**config.mk**
```make
export PLATFORM = sky130hd
export DESIGN_NAME = cartridge_bank_mapper_scanline_irq_core
export DESIGN_NICKNAME = d
export VERILOG_FILES = /design/src/design/cbm_pkg.sv /design/src/design/cbm_controller.sv /design/src/design/cbm_datapath.sv /design/src/design/cartridge_bank_mapper_scanline_irq_core.sv
export SDC_FILE = /design/constraint.sdc
export NUM_CORES = 1
export LEC_CHECK = 0
export BUFFER_PORTS_ARGS = -buffer_cell sky130_fd_sc_hd__buf_2
export CORE_UTILIZATION = 58
export CTS_BUF_LIST = sky130_fd_sc_hd__clkbuf_4 sky130_fd_sc_hd__clkbuf_8 sky130_fd_sc_hd__clkbuf_16
export CTS_CLUSTER_SIZE = 40
export DETAILED_ROUTE_END_ITERATION = 6
export GPL_ROUTABILITY_DRIVEN = 1
export PLACE_DENSITY = 0.84
export SLEW_MARGIN = 20
export SYNTH_ARGS = -nofsm -noshare
export SYNTH_HDL_FRONTEND = slang
export SYNTH_SLANG_ARGS = --single-unit
```
**constraint.sdc**
```tcl
create_clock -name clock -period 8.25 [get_ports clock]
set_clock_uncertainty 0.1 [all_clocks]
set_input_delay 0.825 -clock clock [delete_from_list [all_inputs] [get_ports clock]]
set_output_delay 0.825 -clock clock [all_outputs]
set_load 0.02 [all_outputs]
```
**src/design/cbm_pkg.sv**
```systemverilog
package cbm_pkg;

   // Input operation codes
   typedef enum logic [2:0] {
      OP_REG_WRITE  = 3'd0,
      OP_CPU_MAP    = 3'd1,
      OP_PPU_MAP    = 3'd2,
      OP_TICK       = 3'd3,
      OP_CART_RESET = 3'd4
   } op_type;

   // Result target codes
   typedef enum logic [2:0] {
      TGT_NONE    = 3'd0,
      TGT_PRG_ROM = 3'd1,
      TGT_WORK_RAM = 3'd2,
      TGT_CHR_ROM = 3'd3,
      TGT_CHR_RAM = 3'd4,
      TGT_NAMETABLE = 3'd5
   } target_type;

   // Configuration register indexes
   typedef enum logic [0:0] {
      CSR_PRG_BANK_COUNT = 1'b0,
      CSR_CHR_BANK_COUNT = 1'b1
   } csr_index_type;

   // Controller states
   typedef enum logic [1:0] {
      ST_IDLE,
      ST_EXEC,
      ST_DIV,
      ST_OUT
   } state_type;

   localparam int PRG_SLOTS  = 4;
   localparam int CHR_SLOTS  = 8;
   localparam int BANK_W     = 16;
   localparam int COUNT_W    = 17;
   localparam int ADDR_W     = 29;
   localparam int PRG_OFF_W  = 13;
   localparam int CHR_OFF_W  = 10;
   localparam int DIV_STEPS  = BANK_W;
   localparam int DIV_CNT_W  = $clog2(DIV_STEPS);

   // Mapper register window and offsets within it
   localparam logic [15:0] REG_BASE     = 16'h4020;
   localparam logic [15:0] REG_LAST     = 16'h403F;
   localparam logic [4:0]  OFF_PRG_LAST = 5'h07;
   localparam logic [4:0]  OFF_CHR_BASE = 5'h10;
   localparam logic [4:0]  OFF_MIRROR   = 5'h08;
   localparam logic [4:0]  OFF_RAM_PAGE = 5'h09;
   localparam logic [4:0]  OFF_RAM_MODE = 5'h0A;
   localparam logic [4:0]  OFF_IRQ_RELOAD = 5'h0C;
   localparam logic [4:0]  OFF_IRQ_OFF  = 5'h0E;
   localparam logic [4:0]  OFF_IRQ_ON   = 5'h0F;

   // CPU and PPU address windows
   localparam logic [15:0] CPU_PRG_BASE = 16'h8000;
   localparam logic [15:0] CPU_RAM_BASE = 16'h6000;
   localparam logic [13:0] PPU_NT_BASE  = 14'h2000;
   localparam logic [13:0] PPU_PAL_BASE = 14'h3F00;

   // Nametable mirroring modes
   localparam logic [1:0] MIR_VERTICAL   = 2'd0;
   localparam logic [1:0] MIR_HORIZONTAL = 2'd1;
   localparam logic [1:0] MIR_SINGLE_A   = 2'd2;
   localparam logic [1:0] MIR_SINGLE_B   = 2'd3;

   // Controller to datapath commands
   typedef struct packed {
      logic capture;
      logic exec;
      logic div_step;
      logic load_out;
   } cmd_type;

   // Datapath to controller status
   typedef struct packed {
      logic need_div;
      logic div_last;
   } status_type;

endpackage

```
**src/design/cbm_controller.sv**
```systemverilog
module cbm_controller (
   input  logic                 clock,
   input  logic                 reset,
   input  logic                 req_valid,
   output logic                 req_ready,
   output logic                 rsp_valid,
   input  logic                 rsp_ready,
   input  cbm_pkg::status_type  status,
   output cbm_pkg::cmd_type     cmd
);

   cbm_pkg::state_type state_ff, state_in;
   logic               rsp_valid_ff, rsp_valid_in;

   // State and output-valid registers
   always_ff @(posedge clock) begin
      if (reset) begin
         state_ff     <= cbm_pkg::ST_IDLE;
         rsp_valid_ff <= 1'b0;
      end else begin
         state_ff     <= state_in;
         rsp_valid_ff <= rsp_valid_in;
      end
   end

   // Next state and commands
   always_comb begin
      state_in     = state_ff;
      rsp_valid_in = rsp_valid_ff & ~rsp_ready;
      cmd          = '0;
      req_ready    = 1'b0;
      case (state_ff)
         cbm_pkg::ST_IDLE: begin
            req_ready = 1'b1;
            if (req_valid) begin
               cmd.capture = 1'b1;
               state_in    = cbm_pkg::ST_EXEC;
            end
         end
         cbm_pkg::ST_EXEC: begin
            cmd.exec = 1'b1;
            state_in = status.need_div ? cbm_pkg::ST_DIV : cbm_pkg::ST_OUT;
         end
         cbm_pkg::ST_DIV: begin
            cmd.div_step = 1'b1;
            if (status.div_last) begin
               state_in = cbm_pkg::ST_OUT;
            end
         end
         cbm_pkg::ST_OUT: begin
            // wait for the output register to drain
            if (!rsp_valid_ff || rsp_ready) begin
               cmd.load_out = 1'b1;
               rsp_valid_in = 1'b1;
               state_in     = cbm_pkg::ST_IDLE;
            end
         end
         default: begin
            state_in = cbm_pkg::ST_IDLE;
         end
      endcase
   end

   assign rsp_valid = rsp_valid_ff;

endmodule

```
**src/design/cbm_datapath.sv**
```systemverilog
module cbm_datapath (
   input  logic                       clock,
   input  logic                       reset,
   input  logic [2:0]                 req_operation,
   input  logic [15:0]                req_bus_address,
   input  logic [7:0]                 req_write_data,
   input  logic                       csr_write_enable,
   input  logic [0:0]                 csr_index,
   input  logic [cbm_pkg::COUNT_W-1:0] csr_write_data,
   input  cbm_pkg::cmd_type           cmd,
   output cbm_pkg::status_type        status,
   output logic [2:0]                 rsp_target,
   output logic [cbm_pkg::ADDR_W-1:0] rsp_mem_address,
   output logic                       rsp_irq_line
);

   localparam int BW = cbm_pkg::BANK_W;
   localparam int CW = cbm_pkg::COUNT_W;
   localparam int AW = cbm_pkg::ADDR_W;
   localparam int PW = cbm_pkg::PRG_OFF_W;
   localparam int HW = cbm_pkg::CHR_OFF_W;

   // Configuration and mapper state
   logic [CW-1:0] prg_count_ff, chr_count_ff;
   logic [BW-1:0] prg_bank_ff [cbm_pkg::PRG_SLOTS];
   logic [BW-1:0] prg_bank_in [cbm_pkg::PRG_SLOTS];
   logic [BW-1:0] chr_bank_ff [cbm_pkg::CHR_SLOTS];
   logic [BW-1:0] chr_bank_in [cbm_pkg::CHR_SLOTS];
   logic [1:0]    mirror_ff, mirror_in;
   logic [7:0]    ram_page_ff, ram_page_in;
   logic          ram_mode_ff, ram_mode_in;
   logic          irq_en_ff, irq_en_in;
   logic          irq_flag_ff, irq_flag_in;
   logic [7:0]    irq_cnt_ff, irq_cnt_in;
   logic [7:0]    irq_reload_ff, irq_reload_in;

   // Captured input word
   logic [2:0]    op_ff;
   logic [15:0]   addr_ff;
   logic [7:0]    data_ff;

   // Translation result held across the remainder loop
   logic [2:0]    tgt_ff;
   logic [AW-1:0] direct_ff;
   logic [PW-1:0] off_ff;
   logic          is_prg_ff;
   logic          use_rem_ff;

   // Remainder unit
   logic [BW-1:0] num_ff, rem_ff;
   logic [CW-1:0] den_ff;
   logic [cbm_pkg::DIV_CNT_W-1:0] step_ff;
   logic [CW-1:0] trial;
   logic [BW-1:0] rem_next;

   // Output register
   logic [2:0]    out_tgt_ff;
   logic [AW-1:0] out_addr_ff;
   logic          out_irq_ff;

   // Translation decode
   logic [2:0]    map_tgt;
   logic [AW-1:0] map_direct;
   logic [BW-1:0] map_bank;
   logic [CW-1:0] map_count;
   logic          map_use_rem;
   logic          map_is_prg;
   logic [13:0]   ppu_addr;
   logic          nt_page;

   // Register-write decode and cartridge reset banks
   logic          reg_hit;
   logic [4:0]    reg_off;
   logic [CW-1:0] last_bank, second_bank;

   // Configuration port
   always_ff @(posedge clock) begin
      if (reset) begin
         prg_count_ff <= '0;
         chr_count_ff <= '0;
      end else if (csr_write_enable) begin
         case (csr_index)
            cbm_pkg::CSR_PRG_BANK_COUNT: prg_count_ff <= csr_write_data;
            cbm_pkg::CSR_CHR_BANK_COUNT: chr_count_ff <= csr_write_data;
            default: ;
         endcase
      end
   end

   // Address translation from the captured word
   assign ppu_addr = addr_ff[13:0];

   always_comb begin
      map_tgt     = cbm_pkg::TGT_NONE;
      map_direct  = '0;
      map_bank    = '0;
      map_count   = '0;
      map_use_rem = 1'b0;
      map_is_prg  = 1'b0;
      nt_page     = 1'b0;
      case (mirror_ff)
         cbm_pkg::MIR_VERTICAL:   nt_page = ppu_addr[10];
         cbm_pkg::MIR_HORIZONTAL: nt_page = ppu_addr[11];
         cbm_pkg::MIR_SINGLE_A:   nt_page = 1'b0;
         cbm_pkg::MIR_SINGLE_B:   nt_page = 1'b1;
         default:                 nt_page = 1'b0;
      endcase
      case (op_ff)
         cbm_pkg::OP_CPU_MAP: begin
            if (addr_ff >= cbm_pkg::CPU_PRG_BASE) begin
               map_tgt     = cbm_pkg::TGT_PRG_ROM;
               map_bank    = prg_bank_ff[addr_ff[14:13]];
               map_count   = prg_count_ff;
               map_use_rem = 1'b1;
               map_is_prg  = 1'b1;
            end else if (addr_ff >= cbm_pkg::CPU_RAM_BASE) begin
               if (ram_mode_ff) begin
                  map_tgt     = cbm_pkg::TGT_PRG_ROM;
                  map_bank    = {{(BW-8){1'b0}}, ram_page_ff};
                  map_count   = prg_count_ff;
                  map_use_rem = 1'b1;
                  map_is_prg  = 1'b1;
               end else begin
                  // 256 pages: the page number needs no wrap
                  map_tgt    = cbm_pkg::TGT_WORK_RAM;
                  map_direct = {{(AW-8-PW){1'b0}}, ram_page_ff, addr_ff[PW-1:0]};
               end
            end
         end
         cbm_pkg::OP_PPU_MAP: begin
            if (ppu_addr < cbm_pkg::PPU_NT_BASE) begin
               if (chr_count_ff != '0) begin
                  map_tgt     = cbm_pkg::TGT_CHR_ROM;
                  map_bank    = chr_bank_ff[ppu_addr[12:10]];
                  map_count   = chr_count_ff;
                  map_use_rem = 1'b1;
               end else begin
                  map_tgt    = cbm_pkg::TGT_CHR_RAM;
                  map_direct = {{(AW-PW){1'b0}}, ppu_addr[PW-1:0]};
               end
            end else if (ppu_addr < cbm_pkg::PPU_PAL_BASE) begin
               map_tgt    = cbm_pkg::TGT_NAMETABLE;
               map_direct = {{(AW-HW-1){1'b0}}, nt_page, ppu_addr[HW-1:0]};
            end
         end
         default: ;
      endcase
   end

   // A zero count skips the loop; the cleared remainder gives bank 0
   assign status.need_div = map_use_rem && (map_count != '0);
   assign status.div_last = (step_ff == cbm_pkg::DIV_CNT_W'(cbm_pkg::DIV_STEPS - 1));

   // Mapper state updates
   assign reg_hit   = (addr_ff >= cbm_pkg::REG_BASE) && (addr_ff <= cbm_pkg::REG_LAST);
   assign reg_off   = addr_ff[4:0];
   assign last_bank = (prg_count_ff != '0) ? prg_count_ff - CW'(1) : '0;
   assign second_bank = (prg_count_ff >= CW'(2)) ? prg_count_ff - CW'(2) : last_bank;

   always_comb begin
      prg_bank_in   = prg_bank_ff;
      chr_bank_in   = chr_bank_ff;
      mirror_in     = mirror_ff;
      ram_page_in   = ram_page_ff;
      ram_mode_in   = ram_mode_ff;
      irq_en_in     = irq_en_ff;
      irq_flag_in   = irq_flag_ff;
      irq_cnt_in    = irq_cnt_ff;
      irq_reload_in = irq_reload_ff;
      if (cmd.exec) begin
         case (op_ff)
            cbm_pkg::OP_REG_WRITE: begin
               if (reg_hit) begin
                  if (reg_off >= cbm_pkg::OFF_CHR_BASE) begin
                     if (reg_off[0]) begin
                        chr_bank_in[reg_off[3:1]][15:8] = data_ff;
                     end else begin
                        chr_bank_in[reg_off[3:1]][7:0] = data_ff;
                     end
                  end else if (reg_off <= cbm_pkg::OFF_PRG_LAST) begin
                     if (reg_off[0]) begin
                        prg_bank_in[reg_off[2:1]][15:8] = data_ff;
                     end else begin
                        prg_bank_in[reg_off[2:1]][7:0] = data_ff;
                     end
                  end else begin
                     case (reg_off)
                        cbm_pkg::OFF_MIRROR:     mirror_in     = data_ff[1:0];
                        cbm_pkg::OFF_RAM_PAGE:   ram_page_in   = data_ff;
                        cbm_pkg::OFF_RAM_MODE:   ram_mode_in   = data_ff[0];
                        cbm_pkg::OFF_IRQ_RELOAD: irq_reload_in = data_ff;
                        cbm_pkg::OFF_IRQ_OFF: begin
                           irq_en_in   = 1'b0;
                           irq_flag_in = 1'b0;
                           irq_cnt_in  = irq_reload_ff;
                        end
                        cbm_pkg::OFF_IRQ_ON: begin
                           irq_en_in   = 1'b1;
                           irq_flag_in = 1'b0;
                           irq_cnt_in  = irq_reload_ff;
                        end
                        default: ;
                     endcase
                  end
               end
            end
            cbm_pkg::OP_TICK: begin
               if (irq_en_ff && !irq_flag_ff) begin
                  if (irq_cnt_ff == 8'd0) begin
                     irq_flag_in = 1'b1;
                  end else begin
                     irq_cnt_in = irq_cnt_ff - 8'd1;
                  end
               end
            end
            cbm_pkg::OP_CART_RESET: begin
               prg_bank_in[0] = BW'(0);
               prg_bank_in[1] = BW'(1);
               prg_bank_in[2] = second_bank[BW-1:0];
               prg_bank_in[3] = last_bank[BW-1:0];
               for (int i = 0; i < cbm_pkg::CHR_SLOTS; i++) begin
                  chr_bank_in[i] = BW'(i);
               end
               mirror_in     = cbm_pkg::MIR_VERTICAL;
               irq_en_in     = 1'b0;
               irq_flag_in   = 1'b0;
               irq_cnt_in    = 8'd0;
               irq_reload_in = 8'd0;
            end
            default: ;
         endcase
      end
   end

   always_ff @(posedge clock) begin
      if (reset) begin
         prg_bank_ff[0] <= BW'(0);
         prg_bank_ff[1] <= BW'(1);
         prg_bank_ff[2] <= BW'(0);
         prg_bank_ff[3] <= BW'(0);
         for (int i = 0; i < cbm_pkg::CHR_SLOTS; i++) begin
            chr_bank_ff[i] <= BW'(i);
         end
         mirror_ff     <= cbm_pkg::MIR_VERTICAL;
         ram_page_ff   <= 8'd0;
         ram_mode_ff   <= 1'b0;
         irq_en_ff     <= 1'b0;
         irq_flag_ff   <= 1'b0;
         irq_cnt_ff    <= 8'd0;
         irq_reload_ff <= 8'd0;
      end else begin
         prg_bank_ff   <= prg_bank_in;
         chr_bank_ff   <= chr_bank_in;
         mirror_ff     <= mirror_in;
         ram_page_ff   <= ram_page_in;
         ram_mode_ff   <= ram_mode_in;
         irq_en_ff     <= irq_en_in;
         irq_flag_ff   <= irq_flag_in;
         irq_cnt_ff    <= irq_cnt_in;
         irq_reload_ff <= irq_reload_in;
      end
   end

   // Input capture
   always_ff @(posedge clock) begin
      if (cmd.capture) begin
         op_ff   <= req_operation;
         addr_ff <= req_bus_address;
         data_ff <= req_write_data;
      end
   end

   // Restoring remainder, one dividend bit per step
   assign trial    = {rem_ff, num_ff[BW-1]};
   assign rem_next = (trial >= den_ff) ? BW'(trial - den_ff) : trial[BW-1:0];

   always_ff @(posedge clock) begin
      if (cmd.exec) begin
         tgt_ff     <= map_tgt;
         direct_ff  <= map_direct;
         off_ff     <= addr_ff[PW-1:0];
         is_prg_ff  <= map_is_prg;
         use_rem_ff <= map_use_rem;
         num_ff     <= map_bank;
         rem_ff     <= '0;
         den_ff     <= map_count;
         step_ff    <= '0;
      end else if (cmd.div_step) begin
         num_ff  <= {num_ff[BW-2:0], 1'b0};
         rem_ff  <= rem_next;
         step_ff <= step_ff + cbm_pkg::DIV_CNT_W'(1);
      end
   end

   // Output register
   always_ff @(posedge clock) begin
      if (cmd.load_out) begin
         out_tgt_ff <= tgt_ff;
         out_irq_ff <= irq_flag_ff;
         if (!use_rem_ff) begin
            out_addr_ff <= direct_ff;
         end else if (is_prg_ff) begin
            out_addr_ff <= {rem_ff, off_ff};
         end else begin
            out_addr_ff <= {{(AW-BW-HW){1'b0}}, rem_ff, off_ff[HW-1:0]};
         end
      end
   end

   assign rsp_target      = out_tgt_ff;
   assign rsp_mem_address = out_addr_ff;
   assign rsp_irq_line    = out_irq_ff;

endmodule

```
**src/design/cartridge_bank_mapper_scanline_irq_core.sv**
```systemverilog
// Cartridge bank mapper with a scanline interrupt counter.
// Request channel (req_*): one word per operation: register write, CPU
// address map, PPU address map, scanline tick or cartridge reset.
// Response channel (rsp_*): exactly one word per request, in order: the
// target memory, the byte address in it and the IRQ level after the request.
// Configuration (csr_*): PRG and CHR bank counts; the user must see that
// they are written only while idle, as the block itself does not enforce it.
// A PRG or CHR ROM lookup with a nonzero bank count passes through a
// 16-step restoring remainder unit that wraps the bank number by the count.
// One request is processed at a time: a new word is accepted in the cycle
// after the previous response is loaded.
// The response sits in an output register; if the receiver stalls, the
// block finishes the next word and then holds it until that register frees.
// Synchronous reset returns all bank, mirroring, RAM and IRQ state and both
// bank counts to their power-up values and empties the response register.
module cartridge_bank_mapper_scanline_irq_core (
   input  logic                       clock,
   input  logic                       reset,
   input  logic                       req_valid,
   output logic                       req_ready,
   input  logic [2:0]                 req_operation,
   input  logic [15:0]                req_bus_address,
   input  logic [7:0]                 req_write_data,
   output logic                       rsp_valid,
   input  logic                       rsp_ready,
   output logic [2:0]                 rsp_target,
   output logic [cbm_pkg::ADDR_W-1:0] rsp_mem_address,
   output logic                       rsp_irq_line,
   input  logic                       csr_write_enable,
   input  logic [0:0]                 csr_index,
   input  logic [cbm_pkg::COUNT_W-1:0] csr_write_data
);

   cbm_pkg::cmd_type    cmd;
   cbm_pkg::status_type status;

   // Sequencer
   cbm_controller u_ctrl (
      .clock     (clock),
      .reset     (reset),
      .req_valid (req_valid),
      .req_ready (req_ready),
      .rsp_valid (rsp_valid),
      .rsp_ready (rsp_ready),
      .status    (status),
      .cmd       (cmd)
   );

   // Mapper state, translation and remainder unit
   cbm_datapath u_dp (
      .clock            (clock),
      .reset            (reset),
      .req_operation    (req_operation),
      .req_bus_address  (req_bus_address),
      .req_write_data   (req_write_data),
      .csr_write_enable (csr_write_enable),
      .csr_index        (csr_index),
      .csr_write_data   (csr_write_data),
      .cmd              (cmd),
      .status           (status),
      .rsp_target       (rsp_target),
      .rsp_mem_address  (rsp_mem_address),
      .rsp_irq_line     (rsp_irq_line)
   );

endmodule

```
; ---- Word level (Yosys, flattened, before mapping)
; Cells that the tools add are included.
[word_totals]
register_bits = 418
output_inout_bits = 35
wordCells = 241
[op_classes]
addsub = 5
eq_ne = 32
n_reduce_logical = 31
n_mux = 110
magnitude_cmp = 16
bitwise = 9
[op_table]
columns = operator, n
row1 = $mux W128, 3
row2 = $bwmux W128, 2
row3 = $mux W64, 4
row4 = $pmux W128 S2, 1
row5 = $mux W16, 15
row6 = $mux W29, 5
row7 = $bwmux W64, 2
row8 = $pmux W64 S2, 1
row9 = $mux W8, 13
row10 = $demux W16 S3, 2
row11 = $mux W17, 5
row12 = $demux W16 S2, 2
row13 = $pmux W29 S2, 1
row14 = $reduce_bool A17 Y1, 3
row15 = $bmux W16 S3, 1
row16 = $pmux W17 S2, 1
row17 = $bmux W16 S2, 1
row18 = $ge A16 B15 Y1 const B, 2
row19 = $pmux W16 S2, 1
row20 = $eq A5 B4 Y1 const B, 6
row21 = $reduce_and A6 Y1, 5
row22 = $lt A14 B14 Y1 const B, 2
row23 = $mux W1, 24
row24 = $pmux W8 S3, 1
row25 = other kinds (54), 100

; ---- Depth between registers and ports, before layout
; Gate-level depths: netlist (run 1).
[depth]
ltp_word = 11
depth_mapped = 10
mapped_depth_nobuf = 9

; ---- Cells and area by module
; Synthesis (run 1) repeated with hierarchy kept, for this count alone.
[hier_totals]
hier_cells = 2063
area_unflattened_um2 = 19871.6
[by_module_without_submodules]
columns = mod, cells_per_inst, instances, area_per_inst_um2, seq_area_each_um2
row1 = cbm_datapath, 2038, 1, 19622.6, 9469.1
row2 = cbm_controller, 25, 1, 249.0, 60.1

; ---- Least setup slack after synthesis (run 1)
; OpenSTA, ideal clock, no wires.
[synth_timing]
kind = reg-to-reg
from = register u_ctrl.state_ff[1]
to = register u_dp.chr_bank_ff[100] in the netlist's numbering
path_stages_with_launch = 11
setup_ps = 128
path_buffers = 2
arrival_time_ps = 3453
slack_ps = 4569
path_cell_list = dfxtp_1 inv_1 ha_1 clkbuf_1 inv_1 nor3_1 nand3_1 buf_4 nor2_4 mux2i_1 nor2_1
[synth_between]
elab_chain_cells = 3
[synth_rtl]
columns = item, line
row1 = start: declaration, cbm_controller.sv:12  ; cbm_pkg::state_type state_ff, state_in;
row2 = start signal: assignment, cbm_controller.sv:18  ; state_ff <= cbm_pkg::ST_IDLE;
row3 = start signal: assignment, cbm_controller.sv:21  ; state_ff <= state_in;
row4 = $eq A2 B1 Y1, cbm_controller.sv:32  ; case (state_ff)
row5 = $mux W1, cbm_controller.sv:32
row6 = $reduce_and A4 Y1 (no line), n/a
row7 = end signal: indexed assignment, cbm_datapath.sv:242  ; chr_bank_ff[i] <= BW'(i);
row8 = end signal: assignment, cbm_datapath.sv:253  ; chr_bank_ff <= chr_bank_in;
row9 = end: declaration, cbm_datapath.sv:27  ; logic [BW-1:0] chr_bank_ff [cbm_pkg::CHR_SLOTS];
; Every way passes these cells.
; A chain may end at the register's enable or synchronous reset.

; ---- Worst setup path after layout (run 1)
[layout_timing]
from = register u_dp.op_ff[2]
to = register u_dp.chr_bank_ff[36] in the netlist's numbering
[layout_between]
elab_chain_cells = 3
word_cells_on_any_way = 7
[layout_rtl]
columns = item, line
row1 = start: declaration, cbm_datapath.sv:38  ; logic [2:0] op_ff;
row2 = start signal: assignment, cbm_datapath.sv:267  ; op_ff <= req_operation;
row3 = $logic_not A3 Y1 or $eq A3 B3 Y1 (tied branches), cbm_datapath.sv:171  ; case (op_ff)
row4 = $ne A2 B1 Y1 (no line) or $reduce_bool A2 Y1 (tied branches), n/a
row5 = $reduce_and A4 Y1 (no line), n/a
; Parallel ways exist; a longest one is shown, timed or not.

==> results of run 1 <==
## worst register-to-register path, stage by stage, from the launching register on
cell and delay, ps:
edfxtp_1 720, or3b_1 460, nand2_1 690, nand3_2 140, buf_4 340, nor2_2 630, mux2i_1 290, nor2_1 60
## power groups by stage
stage	sequential (mW)	clock, mW	combinational (mW)
after global routing	2.67	2.11	1.82
final	2.65	2.02	1.70
after floorplan	2.56	0	1.24
after detailed placement	2.68	0	1.64
after CTS	2.64	2.03	1.65
after global placement	2.66	0	1.60
## cell families after synthesis
| group | synth area share |
|---|---|
| AND/OR/NAND/NOR | 0.187 |
| adder cells (fa/ha/maj) | 0.0186 |
| multiplexers | 0.112 |
| buffers and inverters | 0.0403 |
| AO/OA/AOI/OAI | 0.146 |
| flip-flops | 0.478 |
| XOR/XNOR | 0.0189 |
## worst max path at each step
| stage | cells past startpoint | endpoint | slack [ps] |
|---|---|---|---|
| floorplan | 10 | u_dp.chr_bank_ff[100] | 4570 |
| global placement | 6 | u_dp.prg_bank_ff[17] | 4850 |
| detailed placement | 6 | u_dp.prg_bank_ff[17] | 4760 |
| CTS | 6 | u_dp.prg_bank_ff[20] | 4730 |
| global route | 5 | u_dp.prg_bank_ff[15] | 4560 |
| finish | 7 | u_dp.chr_bank_ff[36] | 4670 |
## layer usage
layer,wire length (um),global-route usage,vias up
li1,-,-,7437
met1,22200,0.434,7954
met2,26100,0.504,1135
met3,6660,0.0638,196
met4,2780,0.151,0
met5,0,0,-
## metrics by stage
stage | total power, mW | cells | setup WS, ps | hold WS, ps
final | 6.37 | 2514 | 4670 | 320
after CTS | 6.32 | 2514 | 4730 | 319
after global placement | 4.26 | 2436 | 4850 | 308
after detailed placement | 4.32 | 2436 | 4760 | 305
after global routing | 6.59 | 2514 | 4560 | 325
after floorplan | 3.79 | 2043 | 4570 | 300
## cells in the final DEF (no fill, tap or decap), types with 15 or more instances in the layout
master     count
a211oi_1      22
a21oi_1      168
a22o_1        34
a311oi_1      15
and2_1        17
buf_2         83
buf_4         30
clkbuf_16     43
dfxtp_1      278
edfxtp_1     132
ha_1          27
inv_1         33
mux2_2        27
mux2i_1       84
mux4_2        48
nand2_1      160
nand3_1       35
nand4_1       77
nor2_1       277
nor2b_1       32
nor3_1        36
o21ai_0       90
o21ai_1       20
xnor2_1       18
xor2_1        25
## sequential cells by signal, indices dropped and copies added, names as in the netlist, 3 cells and up
register	cells
u_dp.ram_page_ff	8
u_dp.den_ff	17
u_dp.tgt_ff	3
u_dp.rsp_mem_address	29
u_dp.direct_ff	21
u_dp.addr_ff	16
u_dp.data_ff	8
u_dp.off_ff	13
u_dp.irq_reload_ff	8
u_dp.prg_bank_ff	64
u_dp.num_ff	16
u_dp.op_ff	3
u_dp.irq_cnt_ff	8
u_dp.chr_count_ff	17
u_dp.rem_ff	16
u_dp.prg_count_ff	17
u_dp.rsp_target	3
u_dp.step_ff	4
u_dp.chr_bank_ff	128
## area by class of cell
type                            instances  area [um^2]  area share
Clock buffer                           58         1230      0.0560
Clock inverter                         20          258      0.0117
Inverter                               33          124     0.00563
Multi-Input combinational cell       1431         9660       0.439
Sequential cell                       410         9530       0.433
Tap cell                              448          561      0.0255
Timing Repair Buffer                  114          652      0.0296
==> flow_metrics.py, run 1 <==
metrics = {
    "global_routing": {
        "track_usage": 0.323,
        "gr-total-overflow": 0,
        "antenna_found_initial": 0,
        "grt_max_degree": 100,
        "grt_pass1_vias": 15800,
        "grt_pass1_wl_um": 89000,
    },
    "yosys": {
        "synth_edf_count": 132,
        "synthArstFlopShare": 0,
        "synth_ff_type": "dfxtp_1",
        "synth_top_cells_by_count": "dfxtp_1, nor2_1, a21oi_1, nand2_1, edfxtp_1",
        "syn_inst": 2043,
        "ys_types": 83,
        "synth_top_cell_area_share": 0.279,
        "ys_ff_latch": 410,
        "syn_nets": 2122,
        "avgSynthCellArea_um2": 9.75,
        "synth_area_leader_cell": "dfxtp_1",
        "synth_area_um2": 19900,
        "synth_warnings": 0,
        "synth_seq_area_share": 0.478,
        "yosys-top-cells-area": "dfxtp_1, edfxtp_1, mux4_2",
    },
    "worst_setup_path": {
        "reg2reg_depth": 7,
        "critPathKind": "flop to flop",
        "crit_chain": "or3b_1 -> nand2_1 -> nand3_2 -> buf_4 -> nor2_2 -> mux2i_1 -> nor2_1",
        "slowest_delay_ps": 720,
        "crit_family": "simple AND/OR/NAND/NOR gates",
        "slowest_stage": "edfxtp_1",
        "reg2reg_slack_ps": 4670,
        "r2r_end": "u_dp.chr_bank_ff[36]",
        "crit_buf_inv": 1,
        "cp-start-kind": "flop",
        "worstPathMaxFanout": 50,
        "cp-startpoint": "u_dp.op_ff[2]",
        "regToRegStartpoint": "u_dp.op_ff[2]",
        "crit_path_end_kind": "flop",
        "cp.arrival_ps": 3860,
        "crit_required_ps": 8530,
    },
    "pwr": {
        "swShare": 0.345,
        "peakVddDrop_uv": 266,
        "seqPwrFrac": 0.416,
        "clockPowerShare": 0.318,
        "power_frac_comb": 0.267,
        "leakagePower_nw": 7.62,
        "p_switching_mw": 2.20,
        "powerDensity_nw_per_um2": 289,
        "internal_power_mw": 4.17,
    },
    "clock_tree": {
        "cts_root_buf": "clkbuf_16",
        "cts-htree-levels": 2,
        "cts_resized": 0,
        "cts.clk_slew.worst_paths_ps": 60,
        "cts_buffers": 42,
        "hold_buffers": 0,
        "cts_setup_buffers": 0,
        "cts_tree": "done",
        "cts_max_path_buffers": 3,
        "insertion_delay_ps": 560,
        "cts.sinks": 410,
    },
    "sta": {
        "fin_crit_ps": 3580,
        "fmax_mhz": 279,
        "setup_viol": 0,
        "max_slew_margin": 0.221,
        "setup_tns_ps": 0,
        "slew_violations": 0,
        "rsz0062_at_grt": "false",
        "tightestPinTransition_ps": 1170,
        "fin_crit_sh": 0.434,
        "finalHoldViolations": 0,
    },
    "route": {
        "drt_iter0_drc": 2239,
        "ant_nets": 0,
        "dr.pass1.iters": 7,
        "wl_um": 57700,
        "drc": 4,
        "wl_per_cell_um": 23.0,
        "viasPerCell": 6.65,
        "num_vias": 16700,
    },
    "min_path": {
        "min-delay-start": "u_dp.tgt_ff[1]",
        "min_path_type": "flop to flop",
        "min_path_cells": 0,
        "hold_path_end": "u_dp.rsp_target[1]",
    },
    "place": {
        "place.gp.congestion": 1.00,
        "io_buffer_count": 84,
        "dpl_cell_area_um2": 20500,
        "place_hpwl_um": 38300,
    },
    "final_layout": {
        "antenna_cells": 0,
        "utilization": 0.653,
        "drive_gt1_frac": 0.153,
        "finalNetCount": 2111,
        "final_area_um2": 22000,
        "syn_to_final_growth_pct": 10.5,
        "fillers": 2617,
    },
    "die": {
        "num_rows": 67,
        "dieWidth_um": 187,
        "start_util": 0.591,
        "io_pins": 85,
        "fp.dieH_um": 187,
        "core_area_um2": 33700,
        "dieArea_um2": 35100,
    },
    "run": {
        "drv_cap": 0,
    },
    "run_status": {
        "status": "complete, but fails checks",
        "violations": "design-rule violations",
    },
}
No activity file was read; power rests on OpenSTA's default activity.
==> run 2, diff against run 1 <==
--- a/config.mk
+++ b/config.mk
@@ -5,6 +5,7 @@
 export SDC_FILE = /design/constraint.sdc
 export NUM_CORES = 1
 export LEC_CHECK = 0
+export ABC_AREA = 1
 export BUFFER_PORTS_ARGS = -buffer_cell sky130_fd_sc_hd__buf_2
 export CORE_UTILIZATION = 58
 export CTS_BUF_LIST = sky130_fd_sc_hd__clkbuf_4 sky130_fd_sc_hd__clkbuf_8 sky130_fd_sc_hd__clkbuf_16
==> constraint.sdc (replaced) <==
create_clock -name clock -period 3.3 [get_ports clock]
set_clock_uncertainty 0.1 [all_clocks]
set_input_delay 0.33 -clock clock [delete_from_list [all_inputs] [get_ports clock]]
set_output_delay 0.33 -clock clock [all_outputs]
set_load 0.02 [all_outputs]
==> run 2 against run 1 <==
Against the previous run: the flow now finishes without violations; hold slack got worse by 250 ps; count of clock-buffer cells in the layout is 9 higher; flip-flop and latch count unchanged; critical path depth is 2 higher; utilization rose by 1.5 points; final area is 8.8% higher; synthesized area up 6.8%; critical path type unchanged; critical endpoint is now u_dp.chr_bank_ff[84]; largest cell class unchanged.
==> flow_metrics.py, run 2 <==
metrics = {
    "yosys": {
        "syn_inst": 3014,
        "avgSynthCellArea_um2": 7.06,
        "synth_area_leader_cell": "dfxtp_1",
        "ys_ff_latch": 410,
        "synthMuxAreaShare": 0,
        "synthXorXnorAreaFrac": 0.0107,
        "ys_types": 49,
        "syn_nets": 3093,
        "synth_warnings": 0,
        "yosys.area_share.simple": 0.297,
        "synth_top_cells_by_count": "nand2_1, nor2_1, a21oi_1, dfxtp_1, nand3_1",
        "yosys-top-cells-area": "dfxtp_1, edfxtp_1, nand2_1",
        "synth_area_um2": 21300,
        "synth_edf_count": 132,
        "synth_compound_area_frac": 0.141,
        "synth_seq_area_share": 0.448,
        "yosys.area_share.adder": 0.0174,
        "synthArstFlopShare": 0,
        "synth_top_family_by_area": "simple AND/OR/NAND/NOR gates",
        "synth_top_cell_area_share": 0.261,
        "synth_ff_type": "dfxtp_1",
        "synth_most_common_cell": "nand2_1",
    },
    "final_layout": {
        "fillers": 3012,
        "finalNetCount": 3163,
        "layout_common_cells": "nand2_1, nor2_1, a21oi_1",
        "regMostFlops": "u_dp.chr_bank_ff",
        "final_common_cell": "nand2_1",
        "syn_to_final_growth_pct": 12.5,
        "final_area_um2": 24000,
        "drive_gt1_frac": 0.0882,
        "largest_reg_flops": 128,
        "utilization": 0.669,
        "final_cells": 3579,
        "antenna_cells": 0,
    },
    "min_path": {
        "min-delay-start": "rsp_ready",
        "min_path_type": "primary input to flop",
    },
    "pwr": {
        "seqPwrFrac": 0.403,
        "swShare": 0.360,
        "leakagePower_nw": 10.2,
        "clockPowerShare": 0.316,
        "powerDensity_nw_per_um2": 659,
        "power_frac_comb": 0.280,
        "internal_power_mw": 10.1,
        "power_mw": 15.8,
        "p_switching_mw": 5.68,
        "peakVddDrop_uv": 507,
    },
    "sta": {
        "tightestPinTransition_ps": 1110,
        "setup_ws_ps": 299,
        "slew_violations": 0,
        "fin_crit_sh": 0.909,
        "setup_viol": 0,
        "finalHoldViolations": 0,
        "fmax_mhz": 333,
        "fin_crit_ps": 3000,
        "max_slew_margin": 0.255,
        "holdWs_ps": 69.1,
        "setup_tns_ps": 0,
        "rsz0062_at_grt": "false",
    },
    "route": {
        "drt_iter0_drc": 3518,
        "dr.pass1.iters": 6,
        "wl_per_cell_um": 19.4,
        "wl_um": 69400,
        "viasPerCell": 5.99,
        "num_vias": 21400,
        "drc": 0,
        "ant_nets": 0,
    },
    "global_routing": {
        "gr-total-overflow": 0,
        "grt_pass1_wl_um": 107000,
        "antenna_found_initial": 1,
        "grt_pass1_vias": 19700,
        "grt_max_degree": 101,
        "track_usage": 0.364,
    },
    "die": {
        "start_util": 0.594,
        "io_pins": 85,
        "fp.dieH_um": 194,
        "dieWidth_um": 194,
        "core_area_um2": 35800,
        "num_rows": 69,
        "dieArea_um2": 37500,
    },
    "worst_setup_path": {
        "regToRegStartpoint": "u_dp.addr_ff[7]",
        "critPathKind": "flop to flop",
        "slowest_delay_ps": 540,
        "cp.arrival_ps": 3360,
        "worstPathMaxFanout": 100,
        "crit_required_ps": 3660,
        "crit_chain": "nor3_1 -> nand2_1 -> nand2_4 -> nand2_2 -> a21oi_4 -> buf_12 -> nand2_1 -> a21oi_1 -> nor2_1",
        "path_common_cell": "nand2_1",
        "cp-start-kind": "flop",
        "cp-startpoint": "u_dp.addr_ff[7]",
        "slowest_stage": "nor3_1",
        "crit_path_end_kind": "flop",
    },
    "clock_tree": {
        "cts_setup_buffers": 0,
        "cts_tree": "done",
        "cts-htree-levels": 2,
        "cts_root_buf": "clkbuf_16",
        "cts_buffers": 43,
        "hold_buffers": 44,
        "cts_resized": 0,
        "cts.sinks": 410,
        "cts_max_path_buffers": 3,
        "cts.clk_slew.worst_paths_ps": 60,
        "insertion_delay_ps": 590,
    },
    "place": {
        "dp_slack_ps": 532,
        "io_buffer_count": 84,
        "dpl_cell_area_um2": 22100,
        "dpl.cell_count": 3456,
        "place.gp.congestion": 0.986,
        "place_hpwl_um": 47600,
    },
    "run_status": {
        "status": "finished clean",
    },
    "run": {
        "drv_cap": 0,
    },
}
[run 2: cell types whose count changed in the layout (fill, tap and decap cells not counted), sizes merged, moves of 48 or more]
cell and change:
a21oi +155, inv +247, mux2i -84, mux4 -48, nand2 +543, nand3 +241
nand4 -57, nor2 +137, o21ai +123
[run 2: critical path: cells and delay by family, from the launching register on]
kind                   cells  cell delay [ps]
buffers and inverters      1              340
AOI/OAI and AO/OA          2              400
and+or+nand+nor            6             1510
DFF                        1              430
[run 2: worst paths after layout]
path         depth (start not counted)              endpoint  slack, ps
max                                  9  u_dp.chr_bank_ff[84]        300
min                                  4      u_ctrl.rsp_valid         70
max reg2reg                          9  u_dp.chr_bank_ff[84]        300
min reg2reg                          0    u_dp.rsp_target[0]        320
[run 2: per-layer routing]
layer | share of wire | wire length [um] | GRT usage
met3 | 0.13 | 9080 | 0.0785
met2 | 0.43 | 30100 | 0.564
met5 | 0 | 0 | 0
met1 | 0.39 | 27300 | 0.496
met4 | 0.041 | 2880 | 0.143
[run 2: final cells by class]
cell class,count,area (um^2),share of cell area
Clock inverter,12,134,0.00559
Inverter,288,1080,0.0453
Timing Repair Buffer,187,1360,0.0566
Clock buffer,67,1300,0.0544
Tap cell,461,577,0.0241
Sequential cell,410,9530,0.398
Multi-Input combinational cell,2154,9970,0.416
[run 2: kinds of logic after synthesis]
| group | count (synthesis) |
|---|---|
| AOI/OAI and AO/OA | 586 |
| xor gates and xnor gates | 26 |
| adders and majority gates | 29 |
| buffers and inverters | 450 |
| DFF | 410 |
| and+or+nand+nor | 1513 |
[run 2: power groups by stage]
| stage | clock, mW | sequential [mW] | combinational, mW |
|---|---|---|---|
| after floorplan | 0 | 6.34 | 2.82 |
| after global placement | 0 | 6.42 | 4.11 |
| after detailed placement | 0 | 6.45 | 4.19 |
| after CTS | 4.99 | 6.34 | 4.26 |
| after global routing | 5.19 | 6.41 | 4.74 |
| final | 4.99 | 6.37 | 4.42 |
